[src/design/tms_pkg.sv]
// Shared types and constants of the transform matrix stack.
package tms_pkg;

    localparam int ELEM_W = 32;
    localparam int ACC_W  = 66;
    localparam logic signed [ACC_W-1:0] SAT_MAX = 66'sd2147483647;
    localparam logic signed [ACC_W-1:0] SAT_MIN = -66'sd2147483648;

    typedef enum logic [2:0] {
        OP_REPLACE  = 3'd0,
        OP_PUSH     = 3'd1,
        OP_MULTIPLY = 3'd2,
        OP_POP      = 3'd3,
        OP_RESET    = 3'd4,
        OP_READ     = 3'd5
    } t_op;

    typedef enum logic [1:0] {
        ST_DONE       = 2'd0,
        ST_POP_BOTTOM = 2'd1,
        ST_PUSH_FULL  = 2'd2
    } t_status;

    typedef enum logic [2:0] {
        S_IDLE,
        S_COPY,
        S_MUL,
        S_DRAIN,
        S_WB,
        S_RD_ADDR,
        S_RD_DATA,
        S_RESP
    } t_state;

    typedef struct packed {
        logic    load_elem;
        logic    copy_wr;
        logic    push;
        logic    mul_issue;
        logic    wb_wr;
        logic    cnt_inc;
        logic    cnt_clr;
        logic    depth_inc;
        logic    depth_dec;
        logic    depth_reset;
        logic    out_load_read;
        logic    out_load_single;
        t_status status;
        logic    changed;
    } t_cmd;

    typedef struct packed {
        logic cnt16_last;
        logic cnt64_last;
        logic pipe_busy;
        logic full;
        logic bottom;
        logic out_valid;
    } t_stat;

endpackage

[src/design/tms_ctrl.sv]
// Controller state machine of the transform matrix stack.
module tms_ctrl (
    input  logic           i_clk,
    input  logic           i_rst_n,
    input  logic           i_valid,
    input  logic [2:0]     i_operation,
    input  logic [3:0]     i_element_index,
    input  logic           i_out_ready,
    input  tms_pkg::t_stat i_stat,
    output logic           o_ready,
    output tms_pkg::t_cmd  o_cmd
);
    import tms_pkg::*;

    t_state  r_state, n_state;
    t_status r_status, n_status;
    logic    r_changed, n_changed;
    logic    r_push, n_push;
    logic    accept;
    logic    run;
    logic    out_free;
    t_op     op;

    assign o_ready  = (r_state == S_IDLE) && (!i_stat.out_valid || i_element_index != 4'd15);
    assign accept   = i_valid && o_ready;
    assign run      = accept && i_element_index == 4'd15;
    assign out_free = !i_stat.out_valid || i_out_ready;
    assign op       = t_op'(i_operation);

    always_ff @(posedge i_clk) begin
        if (!i_rst_n) begin
            r_state   <= S_IDLE;
            r_status  <= ST_DONE;
            r_changed <= 1'b0;
            r_push    <= 1'b0;
        end else begin
            r_state   <= n_state;
            r_status  <= n_status;
            r_changed <= n_changed;
            r_push    <= n_push;
        end
    end

    always_comb begin
        n_state   = r_state;
        n_status  = r_status;
        n_changed = r_changed;
        n_push    = r_push;
        unique case (r_state)
            S_IDLE: begin
                if (run) begin
                    n_status  = ST_DONE;
                    n_changed = 1'b0;
                    n_push    = 1'b0;
                    unique case (op)
                        OP_REPLACE: n_state = S_COPY;
                        OP_PUSH: begin
                            if (i_stat.full) begin
                                n_status = ST_PUSH_FULL;
                                n_state  = S_RESP;
                            end else begin
                                n_push  = 1'b1;
                                n_state = S_COPY;
                            end
                        end
                        OP_MULTIPLY: n_state = S_MUL;
                        OP_POP: begin
                            if (i_stat.bottom) begin
                                n_status = ST_POP_BOTTOM;
                            end else begin
                                n_changed = 1'b1;
                            end
                            n_state = S_RESP;
                        end
                        OP_RESET: begin
                            n_changed = 1'b1;
                            n_state   = S_RESP;
                        end
                        OP_READ: n_state = S_RD_ADDR;
                        default: n_state = S_RESP;
                    endcase
                end
            end
            S_COPY: begin
                if (i_stat.cnt16_last) begin
                    n_changed = 1'b1;
                    n_state   = S_RESP;
                end
            end
            S_MUL: begin
                if (i_stat.cnt64_last) begin
                    n_state = S_DRAIN;
                end
            end
            S_DRAIN: begin
                if (!i_stat.pipe_busy) begin
                    n_state = S_WB;
                end
            end
            S_WB: begin
                if (i_stat.cnt16_last) begin
                    n_changed = 1'b1;
                    n_state   = S_RESP;
                end
            end
            S_RD_ADDR: n_state = S_RD_DATA;
            S_RD_DATA: begin
                if (out_free) begin
                    n_state = i_stat.cnt16_last ? S_IDLE : S_RD_ADDR;
                end
            end
            S_RESP: begin
                if (out_free) begin
                    n_state = S_IDLE;
                end
            end
            default: n_state = S_IDLE;
        endcase
    end

    always_comb begin
        o_cmd = '0;
        o_cmd.push    = r_push;
        o_cmd.status  = r_status;
        o_cmd.changed = r_changed;
        unique case (r_state)
            S_IDLE: begin
                o_cmd.load_elem = accept;
                if (run && op == OP_POP && !i_stat.bottom) begin
                    o_cmd.depth_dec = 1'b1;
                end
                if (run && op == OP_RESET) begin
                    o_cmd.depth_reset = 1'b1;
                end
            end
            S_COPY: begin
                o_cmd.copy_wr = 1'b1;
                o_cmd.cnt_inc = 1'b1;
                if (i_stat.cnt16_last) begin
                    o_cmd.cnt_clr   = 1'b1;
                    o_cmd.depth_inc = r_push;
                end
            end
            S_MUL: begin
                o_cmd.mul_issue = 1'b1;
                o_cmd.cnt_inc   = 1'b1;
            end
            S_DRAIN: o_cmd.cnt_clr = 1'b1;
            S_WB: begin
                o_cmd.wb_wr   = 1'b1;
                o_cmd.cnt_inc = 1'b1;
                o_cmd.cnt_clr = i_stat.cnt16_last;
            end
            S_RD_ADDR: ;
            S_RD_DATA: begin
                if (out_free) begin
                    o_cmd.out_load_read = 1'b1;
                    o_cmd.cnt_inc       = 1'b1;
                    o_cmd.cnt_clr       = i_stat.cnt16_last;
                end
            end
            S_RESP: o_cmd.out_load_single = out_free;
            default: ;
        endcase
    end
endmodule

[config.mk]
export PLATFORM = sky130hd
export DESIGN_NAME = tms_ctrl
export DESIGN_NICKNAME = d
export VERILOG_FILES = /design/src/design/tms_pkg.sv /design/src/design/tms_ctrl.sv
export SDC_FILE = /design/constraint.sdc
export NUM_CORES = 1
export LEC_CHECK = 0
export BUFFER_PORTS_ARGS = -buffer_cell sky130_fd_sc_hd__buf_2
export CAP_MARGIN = 20
export CORE_MARGIN = 1.5
export CORE_UTILIZATION = 47
export CTS_CLUSTER_DIAMETER = 50
export DETAILED_ROUTE_END_ITERATION = 8
export HOLD_SLACK_MARGIN = 0.05
export PLACE_DENSITY = 0.85
export SYNTH_ARGS = -nofsm -noshare
export SYNTH_HDL_FRONTEND = slang
export SYNTH_SLANG_ARGS = --single-unit
[constraint.sdc]
create_clock -name i_clk -period 3.5 [get_ports i_clk]
set_clock_uncertainty 0.05 [all_clocks]
set_input_delay 0.35 -clock i_clk [delete_from_list [all_inputs] [get_ports i_clk]]
set_output_delay 0.35 -clock i_clk [all_outputs]
set_load 0.02 [all_outputs]
Word-level counts from Yosys, hierarchy flattened --
Index checks and enable logic that the tools add are counted.
Word-level totals: word-level logic and storage cells 77, register bits 7, output and inout port bits 16, bits of input ports 17
Operators by class: equal/unequal tests 20, muxes and demuxes 35, reduce and logical (&&, ||, !) cells 18
Operators by type and width (count):
- 3-bit two-way mux | 8
- 3-bit case mux with 7 select lines | 1
- 3-bit == test, second input constant | 6
- 1-bit two-way mux | 16
- 3-bit by 2-bit == test with 1-bit output, second input constant | 4
- 3-bit case mux with 4 select lines | 1
- 2-bit inequality test, second input constant | 5
- 2-bit two-way mux | 4
- 3-bit by 1-bit == test with 1-bit output, second input constant | 2
- 1-bit logical AND | 6
- 3-bit zero test | 2
- 1-bit case mux with 2 select lines | 3
- 6-bit AND reduction | 1
- 4-bit == test, second input constant | 1
- 4-bit inequality test, second input constant | 1
- 1-bit case mux with 4 select lines | 1
- 2-bit case mux with 2 select lines | 1
- 3-bit AND reduction | 1
- 3-bit OR reduction | 1
- 1-bit zero test | 2
- 1-bit logical OR | 2
- 2-bit by 1-bit inequality test with 1-bit output, second input constant | 1
- 2-bit AND reduction | 1
- 2-bit nonzero test | 1
- 2-bit OR reduction | 1

Longest topological paths before layout --
depth in word-level cells 9, depth in mapped cells 7, gate-level depth less buffers 5

Worst setup path before layout --
Ideal clock, no wire load.
path kind register -> output, start point register r_state[0], end point output o_cmd[6] (netlist name), path buffers 2, data required time 3.100 ns, setup slack 1.362 ns, stages on the path, launching flop included 6, arrival time 1.738 ns, path through dfxtp_1 buf_6 or3_4 or3_1 buf_6 nor3_1
RTL lines:
- start, declared | RTL line tms_ctrl.sv:15 | t_state r_state, n_state;
- start signal, assigned | RTL line tms_ctrl.sv:37 | r_state <= n_state;
- end, declared | RTL line tms_ctrl.sv:11 | output tms_pkg::t_cmd o_cmd

==> reports/metrics.yaml <==
status:
  run_status: "completed"
worst_setup_path:
  worstSetupPathType: "reg -> out"
  crit_fanout: 19
  cp-startpoint: "r_state[0]"
  timing.rr.start: "r_state[0]"
  required_ns: 3.10
  crit_arrival_ns: 2.03
  endpoint_kind: "output pin"
  worst-r2r-cell-count: 4
  critPathLaunchType: "flop"
floorplanning:
  pin_count: 33
  core.rowCount: 13
  coreArea_mm2: 0.00130
  die_y_um: 40.4
  die_w_um: 40.4
  fp.dieArea_mm2: 0.00163
  initial_core_util_pct: 50.6
synth:
  syn-instance-count: 93
  ys_warn_count: 0
  yosysUniqueCellTypes: 33
  yosys.area.top_type_share_pct: 21.3
  synthTopCellsByArea: "dfxtp_1 21%, o21ai_0 6.8%, a21oi_1 6.1%"
  ys_seq_elements: 7
  synth_top_cell_by_area: "dfxtp_1"
  postSynthAreaPerCell_um2: 7.08
  syn_area_um2: 658
  synth_nets: 110
  yosysSeqAreaShare_pct: 21.3
clock_network:
  cts_sinks: 7
  cts_tree: "yes"
  cts_buffers: 3
  cts-root-buf: "clkbuf_4"
  cts.repair.resized: 0
  clk_pin_slew_ns: 0.06
  hold_buffers: 0
  postCtsSetupRepairBufs: 0
  clockBufferDepth: 2
  worst_skew_pair.late_latency_ns: 0.25
  h-tree-depth: 1
drt:
  routed.top_layer: "met3"
  drtIter0Drc: 4
  routedWlPerCell_um: 12.3
  final_antenna_net_count: 0
  route.met3.wl_um: 115
  post-route-drc-count: 0
  vias_per_cell: 5.76
  wl_mm: 1.69
  drtPass1Iterations: 4
  m1WireLength_um: 762
  vias: 789
  wl_met2_um: 810
placed_design:
  placed_cell_area_um2: 787
  pre_cts_ws_ns: 1.35
  gp_congestion: 1.01
  portBuffers: 32
  dp_cells: 133
  dp_hpwl_mm: 1.33
sta:
  fin_crit_ns: 2.43
  hold_violations: 0
  slew_headroom_pct: 58.2
  worst_pin_slew_ns: 0.619
  setup_tns_ns: 0
  final.setup.worst_slack_ns: 1.07
  fin_crit_sh_pct: 69.6
  finalMaxSlewViolations: 0
  setup_violations: 0
  rsz0062_at_grt: "no"
  fmax_ghz: 0.411
power_and_ir_drop:
  ir_drop_mv: 0.474
  power_density_mw_per_mm2: 661
  p_leak_nw: 0.370
min_path:
  hold_depth: 3
  min_from: "i_rst_n"
  hold_class: "in -> reg"
finish:
  drive_above_1_share_pct: 32.0
  fillers: 139
  final_cell_area_um2: 815
  num_antenna_cells: 0
  synthToLayoutAreaGrowth_pct: 23.8
  final_cells: 137
  nets: 140
global_routing:
  grt_pass1_vias: 580
  grt_pass1_wl_mm: 2.41
  antenna_found_initial: 0
  overflow: 0
  grt_start_max_net_pins: 20
  gr-usage-all-layers_pct: 22.0
run:
  drv_cap: 0
## through the flow
| stage | util, % | hold slack [ns] | total power, mW |
|---|---|---|---|
| after floorplan | - | 0.403 | 0.386 |
| after global placement | 60.5 | 0.419 | 0.458 |
| after detailed placement | 60.5 | 0.432 | 0.463 |
| after CTS | 62.6 | 0.331 | 0.539 |
| after global routing | 62.6 | 0.333 | 0.586 |
| final | 62.6 | 0.339 | 0.538 |
## area by class of cell
class	count	area [um^2]	share of cell area, %
Inverter	3	11.3	1.38
Timing Repair Buffer	32	160	19.7
Clock buffer	3	22.5	2.76
Sequential cell	7	140	17.2
Clock inverter	1	5.00	0.614
Tap cell	15	18.8	2.30
Multi-Input combinational cell	76	457	56.1
## worst max-delay path, stage by stage, from the launching register on
cell,delay [ns]
dfxtp_1,0.47
or3_4,0.46
or3_1,0.46
nor3_1,0.20
buf_2,0.19
## synth_stat cells (all sizes together)
library cell  instances
buf                   5
and3                  2
dfxtp                 7
o21ai                 9
nor2                  9
inv                   3
nor2b                 4
and2b                 1
nand2b                3
and2                  3
o311ai                3
a21oi                 8
nand3                 1
clkbuf                2
or3                   3
and4                  1
a31oi                 1
a21boi                2
nor4b                 3
a2111oi               1
nor3                  3
nand2                10
a31o                  1
and4bb                1
and3b                 1
nand4                 1
o41ai                 2
o21a                  1
nor3b                 2
## cell families (layout without fill, tap and decap cells)
group | after synthesis | count (layout) | synth area share, %
flip-flops | 7 | 7 | 21.3
AND/OR/NAND/NOR | 48 | 48 | 42.8
buffers and inverters | 10 | 39 | 9.31
AO/OA/AOI/OAI | 28 | 28 | 26.6
## path summary, 6_finish.rpt
| kind | to | slack, ns |
|---|---|---|
| worst max-delay path | o_cmd[6] | 1.07 |
| worst min-delay path | r_changed | 0.34 |
| worst max register to register | r_changed | 1.47 |
| worst min register to register | r_changed | 0.43 |
## sequential cells by signal (all words and copies together) (netlist names)
signal / cells
r_status: 2
r_state: 3
r_push: 1
r_changed: 1
## cell usage in the layout, fill, tap and decap left out, types with 3 or more instances in the layout
cell,count
buf_2,32
dfxtp_1,7
inv_1,3
clkbuf_4,3
o21ai_0,9
nor3_1,3
nand2_1,10
nor2_1,9
o311ai_0,3
nand2b_1,3
and2_1,3
nor2b_1,4
a21oi_1,8
## report_power, final
| group | switching [mW] | internal, mW | total [mW] |
|---|---|---|---|
| clock network | 0.0313 | 0.0418 | 0.0731 |
| logic | 0.187 | 0.128 | 0.315 |
| registers | 0.0509 | 0.0996 | 0.150 |
| total | 0.269 | 0.270 | 0.538 |
## routing by layer
layer,up-vias,track usage [%]
met3,0,4.44
met2,40,36.1
met4,0,9.17
met5,-,0
met1,350,27.5
li1,399,-
Power figures use the tool's default switching activity.
